--- config.mk ---
export PLATFORM = sky130hd
export DESIGN_NAME = squarefree_prime_factor_counter_top_flat
export DESIGN_NICKNAME = d
export VERILOG_FILES = /design/src/rtl/sfpc_pkg.sv /design/src/rtl/sfpc_in_if.sv /design/src/rtl/sfpc_out_if.sv /design/src/rtl/sfpc_div.sv /design/src/rtl/sfpc_dp.sv /design/src/rtl/sfpc_ctrl.sv /design/src/rtl/squarefree_prime_factor_counter_top.sv /design/src/flat_wrapper.sv
export SDC_FILE = /design/constraint.sdc
export NUM_CORES = 1
export LEC_CHECK = 0
export BUFFER_PORTS_ARGS = -buffer_cell sky130_fd_sc_hd__buf_4
export CORE_MARGIN = 1
export CORE_UTILIZATION = 60
export CTS_CLUSTER_SIZE = 40
export DETAILED_ROUTE_END_ITERATION = 10
export GPL_ROUTABILITY_DRIVEN = 1
export HOLD_SLACK_MARGIN = 0.12
export MAX_ROUTING_LAYER = met4
export PLACE_DENSITY = 0.78
export SYNTH_ARGS = -nofsm -noshare
export SYNTH_HDL_FRONTEND = slang
export SYNTH_SLANG_ARGS = --single-unit
--- constraint.sdc ---
create_clock -name clk -period 5 [get_ports clk]
set_input_delay 1 -clock clk [delete_from_list [all_inputs] [get_ports clk]]
set_output_delay 1 -clock clk [all_outputs]
set_load 0.005 [all_outputs]
--- src/rtl/sfpc_pkg.sv ---
// shared types and constants for the squarefree prime factor counter
package sfpc_pkg;

  localparam int WIDTH_DEF = 16;
  localparam int COUNT_W   = 3;
  localparam logic [COUNT_W-1:0] COUNT_MAX = 3'd7;

  typedef enum logic [2:0] {
    S_IDLE,
    S_CHECK,
    S_DIV1,
    S_START2,
    S_DIV2,
    S_FINISH
  } state_t;

  typedef struct packed {
    logic load;
    logic div_start;
    logic take_quot;
    logic clr_ok;
    logic cnt_inc;
    logic next_div;
    logic finish;
  } cmd_t;

  typedef struct packed {
    logic loop_go;
    logic div_done;
    logic rem_zero;
    logic out_busy;
  } status_t;

endpackage

--- src/rtl/sfpc_in_if.sv ---
// number channel interface
interface sfpc_in_if #(
  parameter int WIDTH = sfpc_pkg::WIDTH_DEF
);
  logic             valid;
  logic             ready;
  logic [WIDTH-1:0] number;

  modport source (output valid, output number, input ready);
  modport sink   (input valid, input number, output ready);
endinterface

--- src/rtl/sfpc_out_if.sv ---
// result channel interface
interface sfpc_out_if;
  logic                          valid;
  logic                          ready;
  logic [sfpc_pkg::COUNT_W-1:0]  prime_count;
  logic                          squarefree;

  modport source (output valid, output prime_count, output squarefree, input ready);
  modport sink   (input valid, input prime_count, input squarefree, output ready);
endinterface

--- src/rtl/sfpc_div.sv ---
// iterative restoring divider, one quotient bit per cycle
module sfpc_div #(
  parameter int WIDTH = sfpc_pkg::WIDTH_DEF,
  parameter int DW    = sfpc_pkg::WIDTH_DEF / 2 + 2
) (
  input  logic             clk,
  input  logic             rst,
  input  logic             start,
  input  logic [WIDTH-1:0] dividend,
  input  logic [DW-1:0]    divisor,
  output logic [WIDTH-1:0] quotient,
  output logic             rem_zero,
  output logic             done,
  output logic             busy
);
  localparam int CW = $clog2(WIDTH);

  logic [WIDTH-1:0] quo;
  logic [DW-1:0]    rem;
  logic [DW-1:0]    dvs;
  logic [CW-1:0]    step;
  logic [DW:0]      shifted;
  logic [DW:0]      diff;
  logic             ge;

  assign shifted  = {rem, quo[WIDTH-1]};
  assign diff     = shifted - {1'b0, dvs};
  assign ge       = ~diff[DW];
  assign quotient = quo;
  assign rem_zero = (rem == '0);

  always_ff @(posedge clk) begin
    if (start) begin
      quo <= dividend;
      rem <= '0;
      dvs <= divisor;
    end else if (busy) begin
      quo <= {quo[WIDTH-2:0], ge};
      rem <= ge ? diff[DW-1:0] : shifted[DW-1:0];
    end
  end

  always_ff @(posedge clk) begin
    if (rst) begin
      busy <= 1'b0;
      done <= 1'b0;
      step <= '0;
    end else begin
      done <= 1'b0;
      if (start) begin
        busy <= 1'b1;
        step <= '0;
      end else if (busy) begin
        step <= step + 1'b1;
        if (step == CW'(WIDTH - 1)) begin
          busy <= 1'b0;
          done <= 1'b1;
        end
      end
    end
  end

endmodule

--- src/rtl/sfpc_dp.sv ---
// datapath: remaining value, trial divisor, its square, factor count, result register
module sfpc_dp #(
  parameter int WIDTH = sfpc_pkg::WIDTH_DEF
) (
  input  logic                         clk,
  input  logic                         rst,
  input  logic [WIDTH-1:0]             number,
  input  sfpc_pkg::cmd_t               cmd,
  output sfpc_pkg::status_t            sts,
  output logic [sfpc_pkg::COUNT_W-1:0] prime_count,
  output logic                         squarefree,
  output logic                         out_valid,
  input  logic                         out_ready
);
  localparam int DW  = WIDTH / 2 + 2;
  localparam int SQW = WIDTH + 2;

  logic [WIDTH-1:0]             rest;
  logic [DW-1:0]                div;
  logic [SQW-1:0]               sq;
  logic [sfpc_pkg::COUNT_W-1:0] count;
  logic                         ok;
  logic [sfpc_pkg::COUNT_W-1:0] fin_count;
  logic [WIDTH-1:0]             quo;
  logic                         rem_zero;
  logic                         div_done;
  logic                         div_busy;

  sfpc_div #(
    .WIDTH (WIDTH),
    .DW    (DW)
  ) u_div (
    .clk      (clk),
    .rst      (rst),
    .start    (cmd.div_start),
    .dividend (rest),
    .divisor  (div),
    .quotient (quo),
    .rem_zero (rem_zero),
    .done     (div_done),
    .busy     (div_busy)
  );

  always_comb begin
    if (!ok) begin
      fin_count = '0;
    end else if (rest > WIDTH'(1) && count != sfpc_pkg::COUNT_MAX) begin
      fin_count = count + 1'b1;
    end else begin
      fin_count = count;
    end
  end

  always_ff @(posedge clk) begin
    if (cmd.load) begin
      rest  <= number;
      div   <= DW'(2);
      sq    <= SQW'(4);
      count <= '0;
      ok    <= (number > WIDTH'(1));
    end else begin
      if (cmd.take_quot) begin
        rest <= quo;
      end
      if (cmd.clr_ok) begin
        ok <= 1'b0;
      end
      if (cmd.cnt_inc && count != sfpc_pkg::COUNT_MAX) begin
        count <= count + 1'b1;
      end
      if (cmd.next_div) begin
        div <= div + 1'b1;
        sq  <= sq + SQW'({div, 1'b1});
      end
    end
  end

  always_ff @(posedge clk) begin
    if (cmd.finish) begin
      prime_count <= fin_count;
      squarefree  <= ok;
    end
  end

  always_ff @(posedge clk) begin
    if (rst) begin
      out_valid <= 1'b0;
    end else if (cmd.finish) begin
      out_valid <= 1'b1;
    end else if (out_ready) begin
      out_valid <= 1'b0;
    end
  end

  assign sts.loop_go  = ok && (sq <= SQW'(rest));
  assign sts.div_done = div_done;
  assign sts.rem_zero = rem_zero;
  assign sts.out_busy = out_valid && !out_ready;

  a_load_ok: assert property (@(posedge clk) disable iff (rst)
    cmd.load |=> ok == (rest > WIDTH'(1)))
    else $error("ok flag does not follow loaded number");

  a_nsf_zero: assert property (@(posedge clk) disable iff (rst)
    out_valid && !squarefree |-> prime_count == '0)
    else $error("nonzero count on non-squarefree result");

  a_start_idle: assert property (@(posedge clk) disable iff (rst)
    cmd.div_start |-> !div_busy)
    else $error("divider started while busy");

endmodule

--- src/rtl/sfpc_ctrl.sv ---
// controller state machine for trial division
module sfpc_ctrl (
  input  logic              clk,
  input  logic              rst,
  input  logic              in_valid,
  output logic              in_ready,
  input  sfpc_pkg::status_t sts,
  output sfpc_pkg::cmd_t    cmd
);
  sfpc_pkg::state_t state;
  sfpc_pkg::state_t state_next;

  always_ff @(posedge clk) begin
    if (rst) begin
      state <= sfpc_pkg::S_IDLE;
    end else begin
      state <= state_next;
    end
  end

  always_comb begin
    state_next = state;
    cmd        = '0;
    in_ready   = 1'b0;
    case (state)
      sfpc_pkg::S_IDLE: begin
        in_ready = 1'b1;
        if (in_valid) begin
          cmd.load   = 1'b1;
          state_next = sfpc_pkg::S_CHECK;
        end
      end
      sfpc_pkg::S_CHECK: begin
        if (sts.loop_go) begin
          cmd.div_start = 1'b1;
          state_next    = sfpc_pkg::S_DIV1;
        end else begin
          state_next = sfpc_pkg::S_FINISH;
        end
      end
      sfpc_pkg::S_DIV1: begin
        if (sts.div_done) begin
          if (sts.rem_zero) begin
            cmd.take_quot = 1'b1;
            state_next    = sfpc_pkg::S_START2;
          end else begin
            cmd.next_div = 1'b1;
            state_next   = sfpc_pkg::S_CHECK;
          end
        end
      end
      sfpc_pkg::S_START2: begin
        cmd.div_start = 1'b1;
        state_next    = sfpc_pkg::S_DIV2;
      end
      sfpc_pkg::S_DIV2: begin
        if (sts.div_done) begin
          if (sts.rem_zero) begin
            cmd.clr_ok = 1'b1;
          end else begin
            cmd.cnt_inc  = 1'b1;
            cmd.next_div = 1'b1;
          end
          state_next = sfpc_pkg::S_CHECK;
        end
      end
      sfpc_pkg::S_FINISH: begin
        if (!sts.out_busy) begin
          cmd.finish = 1'b1;
          state_next = sfpc_pkg::S_IDLE;
        end
      end
      default: begin
        state_next = sfpc_pkg::S_IDLE;
      end
    endcase
  end

  a_done_wait: assert property (@(posedge clk) disable iff (rst)
    sts.div_done |-> (state == sfpc_pkg::S_DIV1 || state == sfpc_pkg::S_DIV2))
    else $error("divider done outside a wait state");

  a_start_wait: assert property (@(posedge clk) disable iff (rst)
    cmd.div_start |=> (state == sfpc_pkg::S_DIV1 || state == sfpc_pkg::S_DIV2))
    else $error("divider started without waiting");

  a_finish_idle: assert property (@(posedge clk) disable iff (rst)
    state == sfpc_pkg::S_FINISH && !sts.out_busy |=> state == sfpc_pkg::S_IDLE)
    else $error("finish did not return to idle");

endmodule

--- src/rtl/squarefree_prime_factor_counter_top.sv ---
// top level of the squarefree prime factor counter
//
//   channel  dir  payload                       beat
//   num_ch   in   number[WIDTH-1:0]             one number to classify
//   res_ch   out  prime_count[2:0], squarefree  one result per number
//
// each trial divisor costs one pass of the one-bit-per-cycle divider,
// and a second pass when it divides
// reset clears the state machine, divider control and result valid; no sweep
// a number is taken in idle even while the previous result beat waits
// a finished result waits in its state until the result register is free
module squarefree_prime_factor_counter_top #(
  parameter int WIDTH = sfpc_pkg::WIDTH_DEF
) (
  input  logic       clk,
  input  logic       rst,
  sfpc_in_if.sink    num_ch,
  sfpc_out_if.source res_ch
);
  sfpc_pkg::cmd_t    cmd;
  sfpc_pkg::status_t sts;

  sfpc_ctrl u_ctrl (
    .clk      (clk),
    .rst      (rst),
    .in_valid (num_ch.valid),
    .in_ready (num_ch.ready),
    .sts      (sts),
    .cmd      (cmd)
  );

  sfpc_dp #(
    .WIDTH (WIDTH)
  ) u_dp (
    .clk         (clk),
    .rst         (rst),
    .number      (num_ch.number),
    .cmd         (cmd),
    .sts         (sts),
    .prime_count (res_ch.prime_count),
    .squarefree  (res_ch.squarefree),
    .out_valid   (res_ch.valid),
    .out_ready   (res_ch.ready)
  );

endmodule

--- src/flat_wrapper.sv ---
// flat-port wrapper written by rule: the top's interface ports become plain ports
module squarefree_prime_factor_counter_top_flat 
#(
  parameter int WIDTH = sfpc_pkg::WIDTH_DEF
)
  (clk, rst, num_ch_valid, num_ch_number, num_ch_ready, res_ch_valid, res_ch_prime_count, res_ch_squarefree, res_ch_ready);
  sfpc_in_if #(.WIDTH(WIDTH)) num_ch_i ();
  sfpc_out_if res_ch_i ();
  input  logic clk;
  input  logic rst;
  input wire logic [$bits(num_ch_i.valid)-1:0] num_ch_valid;
  input wire logic [$bits(num_ch_i.number)-1:0] num_ch_number;
  output wire logic [$bits(num_ch_i.ready)-1:0] num_ch_ready;
  output wire logic [$bits(res_ch_i.valid)-1:0] res_ch_valid;
  output wire logic [$bits(res_ch_i.prime_count)-1:0] res_ch_prime_count;
  output wire logic [$bits(res_ch_i.squarefree)-1:0] res_ch_squarefree;
  input wire logic [$bits(res_ch_i.ready)-1:0] res_ch_ready;
  assign num_ch_i.valid = num_ch_valid;
  assign num_ch_i.number = num_ch_number;
  assign num_ch_ready = num_ch_i.ready;
  assign res_ch_valid = res_ch_i.valid;
  assign res_ch_prime_count = res_ch_i.prime_count;
  assign res_ch_squarefree = res_ch_i.squarefree;
  assign res_ch_i.ready = res_ch_ready;
  squarefree_prime_factor_counter_top #(.WIDTH(WIDTH)) u_core (.clk(clk), .rst(rst), .num_ch(num_ch_i), .res_ch(res_ch_i));
endmodule
## Word level (Yosys, flattened, before mapping)

Cells that the tools add are included.

| word-level totals | value |
|---|---|
| register bits | 98 |
| input bits | 20 |

| operators by class | value |
|---|---|
| $add $sub $neg | 5 |
| $lt $le $gt $ge | 3 |
| eq/ne operators | 11 |
| mux-type cells | 37 |
| bitwise gates (word level) | 2 |
| reductions and logical operators | 14 |

Operators with widths:

| cell | count |
|---|---|
| two-way mux 16 bit | 4 |
| > comparator 16 x 1 -> 1 bit, second input constant | 2 |
| two-way mux 3 bit | 7 |
| two-way mux 1 bit | 19 |
| adder 18 x 11 -> 18 bit | 1 |
| less-or-equal comparator 18 x 16 -> 1 bit | 1 |
| one-hot mux 3 bit (6 select lines) | 1 |
| subtractor 11 x 10 -> 11 bit | 1 |
| adder 10 x 1 -> 10 bit, second input constant | 1 |
| zero test 10 bit | 1 |
| two-way mux 10 bit | 1 |
| != test 2 bit, second input constant | 4 |
| nonzero test 2 bit | 4 |
| equality test 3 x 2 -> 1 bit, second input constant | 2 |
| equality test 3 bit, second input constant | 2 |
| two-way mux 2 bit | 3 |
| adder 4 x 1 -> 4 bit, second input constant | 1 |
| equality test 4 bit, second input constant | 1 |
| logical AND 1 bit | 4 |
| one-hot mux 1 bit (2 select lines) | 2 |
| AND reduction 4 bit | 1 |
| adder 3 x 1 -> 3 bit, second input constant | 1 |
| equality test 3 x 1 -> 1 bit, second input constant | 1 |
| zero test 3 bit | 1 |
| other kinds (5) | 6 |

## Logic depth before layout (Yosys ltp)

| logic depth | value |
|---|---|
| word-level depth | 6 |
| mapped depth | 12 |
| mapped depth without buffers | 10 |

## Modules after synthesis

From an unflattened synthesis, not the netlist that was laid out.

| second synthesis, totals | value |
|---|---|
| cell total of the unflattened synthesis | 545 |
| area total of the unflattened synthesis | 5642.9 sq um |

Modules (own cells, without submodules):

| module | instances | cells each | area each (sq um) | seq. area each (sq um) |
|---|---|---|---|---|
| sfpc_dp | 1 | 315 | 3115.5 | 1271.2 |
| sfpc_div | 1 | 191 | 2232.1 | 1101.1 |
| sfpc_ctrl | 1 | 39 | 295.3 | 60.1 |

## Worst setup path before layout

Ideal clock, no wire load.

| path | value |
|---|---|
| path kind | flip-flop to flip-flop |
| start point | register u_core.u_dp.u_div.rem[1] |
| end point | register u_core.u_dp.rest[0] (enable) |
| setup time | 0.436 ns |
| data arrival time | 2.598 ns |
| path slack | 1.967 ns |
| cell stages (with the launch flop) | 4 |
| path buffers | 0 |
| cell sequence | dfxtp_1 > nor4_1 > nand4_1 > o41ai_1 |

| on the way | value |
|---|---|
| longest elaborated chain between the ends | 5 |

RTL lines:

| what | RTL line | RTL |
|---|---|---|
| start, declared | sfpc_div.sv:19 | `logic [DW-1:0] rem;` |
| start signal, assigned | sfpc_div.sv:39 | `rem <= ge ? diff[DW-1:0] : shifted[DW-1:0];` |
| zero test 10 bit | sfpc_div.sv:30 | `assign rem_zero = (rem == '0);` |
| two-way mux 1 bit | sfpc_ctrl.sv:43 | `if (sts.rem_zero) begin` |
| two-way mux 1 bit | sfpc_ctrl.sv:42 | `if (sts.div_done) begin` |
| two-way mux 1 bit | sfpc_ctrl.sv:25 | `case (state)` |
| nonzero test 2 bit (no line) | -- |  |
| end signal, assigned | sfpc_dp.sv:56 | `rest <= number;` |
| end signal, assigned | sfpc_dp.sv:63 | `rest <= quo;` |
| end, declared | sfpc_dp.sv:18 | `logic [WIDTH-1:0] rest;` |

No other way between the ends.
A chain may end at the register's enable or synchronous reset.

## Worst setup path in the final report

| path | value |
|---|---|
| start point | register u_core.u_dp.rest[5] |
| end point | register u_core.u_dp.u_div.quo[2] (netlist: u_core.u_dp.u_div.quotient[2]) (enable) |

| on the way | value |
|---|---|
| longest elaborated chain between the ends | 5 |

RTL lines:

| what | RTL line | RTL |
|---|---|---|
| less-or-equal comparator 18 x 16 -> 1 bit | sfpc_dp.sv:95 | `assign sts.loop_go = ok && (sq <= SQW'(rest));` |
| logical AND 1 bit | sfpc_dp.sv:95 |  |
| two-way mux 1 bit | sfpc_ctrl.sv:34 | `if (sts.loop_go) begin` |
| one-hot mux 1 bit (2 select lines) | sfpc_ctrl.sv:25 |  |
| nonzero test 2 bit (no line) | -- |  |
| end signal, assigned | sfpc_div.sv:34 | `quo <= dividend;` |
| end signal, assigned | sfpc_div.sv:38 | `quo <= {quo[WIDTH-2:0], ge};` |
| end, declared | sfpc_div.sv:18 | `logic [WIDTH-1:0] quo;` |

No other way between the ends.

==> results.sh <==
export IMPL_run_status="finished, final reports clean"
export IMPL_synth_top_cells_by_area="edfxtp_1, dfxtp_1, ha_1, nand2_1, xor2_1"
export IMPL_cts_tree="done"
export IMPL_multiInputGateArea_mm2=0.002923
export IMPL_worstRegToRegCells=9
export IMPL_hold_path_class="flop to flop"
export IMPL_final_hold_worst_slack_ps=513.1
export IMPL_worst_slack_ps=1614
export IMPL_setup_violations=0
export IMPL_route_vias_total=4298
export IMPL_cts_root_to_sink_buffers=2
export IMPL_core_region_mm2=0.008891
export IMPL_hold_end="u_core.u_dp.u_div.done"
export IMPL_max_slew_margin_pct=30.38
export IMPL_power_density_mw_per_mm2=429.1
export IMPL_cts_repair_resized=0
export IMPL_floorplan_rows=34
export IMPL_postRouteAntennaNets=0
export IMPL_timing_setup_tns_ps=0
export IMPL_avgRoutedWirePerCell_um=16.77
export IMPL_power_share_switching_pct=36.73
export IMPL_cts_hold_buf=0
export IMPL_final_area_mm2=0.006053
export IMPL_timing_worst_slew_pin_value_ps=1042
export IMPL_detail_route_drc_violations=0
export IMPL_rsz0062_at_grt="no"
export IMPL_pwr_share_comb_pct=35.3
export IMPL_grt_max_degree=30
export IMPL_timing_hold_worst_path_depth=2
export IMPL_power_static_leakage_nw=2.561
export IMPL_area_added_between_synthesis_and_finish_pct=7.751
export IMPL_synth_top_cell_by_area="edfxtp_1"
export IMPL_antenna_violations_before_repair=0
export IMPL_chipWidth_um=98.77
export IMPL_grt_use_total_pct=27.09
export IMPL_worst_ir_drop_vdd_mv=0.2112
export IMPL_detailedPlacementHpwl_mm=8.705
export IMPL_max_cap_violations=0
export IMPL_finalPower_w=0.002597
export IMPL_clk_insertion_delay_late_ps=380
export IMPL_crit_path_time_final_ps=3386
export IMPL_clkTransAtPathRegs_ps=100
export IMPL_dr_pass1_iters=5
export IMPL_clock_fmax_mhz=295.3
export IMPL_internal_power_w=0.001644
export IMPL_setup_reg_to_reg_worst_slack_ps=1610
export IMPL_synth_flop_cell="dfxtp_1"
export IMPL_synth_edf_count=47
export IMPL_h_tree_level_count=3
export IMPL_skew_ps=15.51
export IMPL_crit_path_cell_trace="inv_1, ha_1, nand4_1, o21bai_1, a21oi_1, nor2_1, o311a_2, o21ai_4, nand2_1"
export IMPL_post_synth_top_area_fraction_pct=25.12
export IMPL_synth_net_count=645
export IMPL_finalNetCount=661
export IMPL_dpl_instance_area_mm2=0.005848
export IMPL_detail_route_iter0_violations=217
export IMPL_syn_cell_area_mm2=0.005618
export IMPL_sequentialPowerShare_pct=43.6
export IMPL_r2r_end="u_core.u_dp.u_div.quotient[2]"
export IMPL_critPathCaptureType="flop"
export IMPL_dieArea_mm2=0.009755
export IMPL_buffer_ports_inserted=25
export IMPL_reg_to_reg_startpoint="u_core.u_dp.rest[5]"
export IMPL_yosysSeqAreaShare_pct=43.30
export IMPL_finalCritPeriodShare_pct=67.72
export IMPL_clock_sinks=98
export IMPL_max_stage_delay_ps=630
export IMPL_ctsRootBufferMaster="clkbuf_8"
export IMPL_switching_power_w=0.0009539
export IMPL_yosys_cell_count_top_type="nand2_1"
export IMPL_gp_congestion=0.9503
export IMPL_crit_slowest_cell="nand2_1"
export IMPL_startpoint_type="flop"
export IMPL_worst_endpoint_required_ps=4950
export IMPL_grt_overflow_total=0
export IMPL_synth_distinct_cells=64
export IMPL_synth_area_per_cell_um2=9.636
export IMPL_fill_cells=716
export IMPL_numCtsBuffers=9
export IMPL_synthTopCellsByCount="nand2_1, dfxtp_1, edfxtp_1, nor2_1, ha_1"
export IMPL_synthCells=583
export IMPL_floorplan_die_height_um=98.77
export IMPL_grt_pass1_vias=4197
export IMPL_pwr_share_clk_pct=21.1
export IMPL_ff_latch_area_mm2=0.002432
export IMPL_antenna_diode_count=0
export IMPL_hp_start="u_core.u_dp.u_div.step[3]"
export IMPL_drive_gt1_share_pct=12.09
export IMPL_synthesis_warnings=0
export IMPL_route_detailed_vias_per_inst=6.037
export IMPL_max_slew_violations=0
export IMPL_postCtsSetupRepairBufs=0
export IMPL_critical_path_start_end_classification="flop to flop"
export IMPL_hold_viol=0
export IMPL_routed_wirelength_mm=11.94
export IMPL_critPathTopFamily="compound AO/OA/AOI/OAI gates"
export IMPL_worstPathArrival_ps=3340
export IMPL_pre_cts_ws_ps=1618
export IMPL_critical_path_n_buffers_inverters=1
export IMPL_grt_pass1_wl_mm=20.23
export IMPL_pin_count=26
export IMPL_critical_path_peak_fanout=20
export IMPL_synth_async_reset_ratio_pct=0
export IMPL_synthesis_stage_register_bit_count=98
export IMPL_initial_utilization_pct=63.19
## power groups by stage
stage	registers [W]	logic (W)	clock network [W]
final	0.00113	0.000918	0.000547
after floorplan	0.00110	0.000751	0
after global placement	0.00114	0.000877	0
after global routing	0.00115	0.00102	0.000581
after CTS	0.00113	0.000918	0.000556
after detailed placement	0.00115	0.000912	0
## registers in the layout, summed over array words and instances, names as in the netlist
signal	count
u_core.u_ctrl.state	3
u_core.u_dp.count	3
u_core.u_dp.div	10
u_core.u_dp.ok	1
u_core.u_dp.out_valid	1
u_core.u_dp.prime_count	3
u_core.u_dp.rest	16
u_core.u_dp.sq	18
u_core.u_dp.squarefree	1
u_core.u_dp.u_div.busy	1
u_core.u_dp.u_div.done	1
u_core.u_dp.u_div.dvs	10
u_core.u_dp.u_div.quotient	16
u_core.u_dp.u_div.rem	10
u_core.u_dp.u_div.step	4
## layout make-up
| class | instances | share of cell area [%] |
|---|---|---|
| timing repair buffer | 28 | 3.473 |
| clock inverter | 7 | 1.344 |
| inverter | 38 | 2.439 |
| clock buffer | 9 | 2.046 |
| multi-input combinational | 424 | 48.28 |
| sequential | 98 | 40.18 |
| tap | 108 | 2.232 |
## worst min-delay path, stage by stage, from the launching register on
cell and delay, ps:
dfxtp_1 340, nand2_1 90, nor4_2 50
## layout by cell type, fill, tap and decap left out, types with 3 or more instances in the layout
| master | netlist | final |
|---|---|---|
| nor2b_1 | 14 | 14 |
| and2_1 | 4 | 5 |
| or3_1 | 4 | 4 |
| buf_4 | 1 | 28 |
| a211oi_1 | 7 | 7 |
| o21bai_1 | 4 | 4 |
| a21o_1 | 6 | 6 |
| nor3_2 | 4 | 4 |
| a21oi_1 | 23 | 23 |
| nand2b_1 | 8 | 8 |
| nand2_1 | 70 | 70 |
| nor4_1 | 10 | 10 |
| clkbuf_8 | 0 | 9 |
| mux2i_1 | 14 | 14 |
| and3_1 | 5 | 5 |
| a31oi_1 | 3 | 3 |
| mux2_2 | 13 | 13 |
| a211oi_2 | 4 | 4 |
| inv_1 | 37 | 37 |
| o22ai_1 | 3 | 3 |
| o21a_1 | 6 | 6 |
| nor2_1 | 45 | 45 |
| edfxtp_1 | 47 | 47 |
| nand4_1 | 8 | 8 |
| dfxtp_1 | 51 | 51 |
| xor2_1 | 20 | 20 |
| mux2_1 | 4 | 4 |
| inv_6 | 1 | 4 |
| xnor2_1 | 11 | 11 |
| nand3_1 | 21 | 21 |
| nor3_1 | 13 | 13 |
| ha_1 | 40 | 40 |
| o21ai_0 | 24 | 24 |
## how the worst max path moves through the flow
stage                        startpoint  depth (start not counted)  slack, ps                        endpoint
2_1_floorplan  u_core.u_dp.u_div.rem[1]                          3       1970             u_core.u_dp.rest[0]
3_3_place_gp        u_core.u_dp.rest[4]                          9       1800  u_core.u_dp.u_div.quotient[10]
3_5_place_dp        u_core.u_dp.rest[5]                          9       1620  u_core.u_dp.u_div.quotient[11]
4_1_cts             u_core.u_dp.rest[5]                          9       1620   u_core.u_dp.u_div.quotient[2]
5_1_grt             u_core.u_dp.rest[5]                          9       1360   u_core.u_dp.u_div.quotient[2]
6_report            u_core.u_dp.rest[5]                          9       1610   u_core.u_dp.u_div.quotient[2]
## stage by stage
| stage | std cells | utilization [%] |
|---|---|---|
| after CTS | 712 | 68.08 |
| after global placement | 696 | 65.78 |
| final | 712 | 68.08 |
| after detailed placement | 696 | 65.78 |
| after global routing | 712 | 68.08 |
| after floorplan | 583 | - |
## cell families after synthesis
group / synth area share, %
adders and majority gates: 9.621
xor gates and xnor gates: 4.833
DFF: 43.30
buffers and inverters: 4.811
muxes: 5.902
and+or+nand+nor: 18.82
AOI/OAI and AO/OA: 12.72
## per-layer routing
| layer | global-route usage, % | wire length [um] |
|---|---|---|
| met5 | - | 0 |
| met4 | 7.118 | 136 |
| met3 | 3.901 | 543 |
| met2 | 45.02 | 5819 |
| met1 | 34.83 | 5443 |
Power figures use the tool's default switching activity.
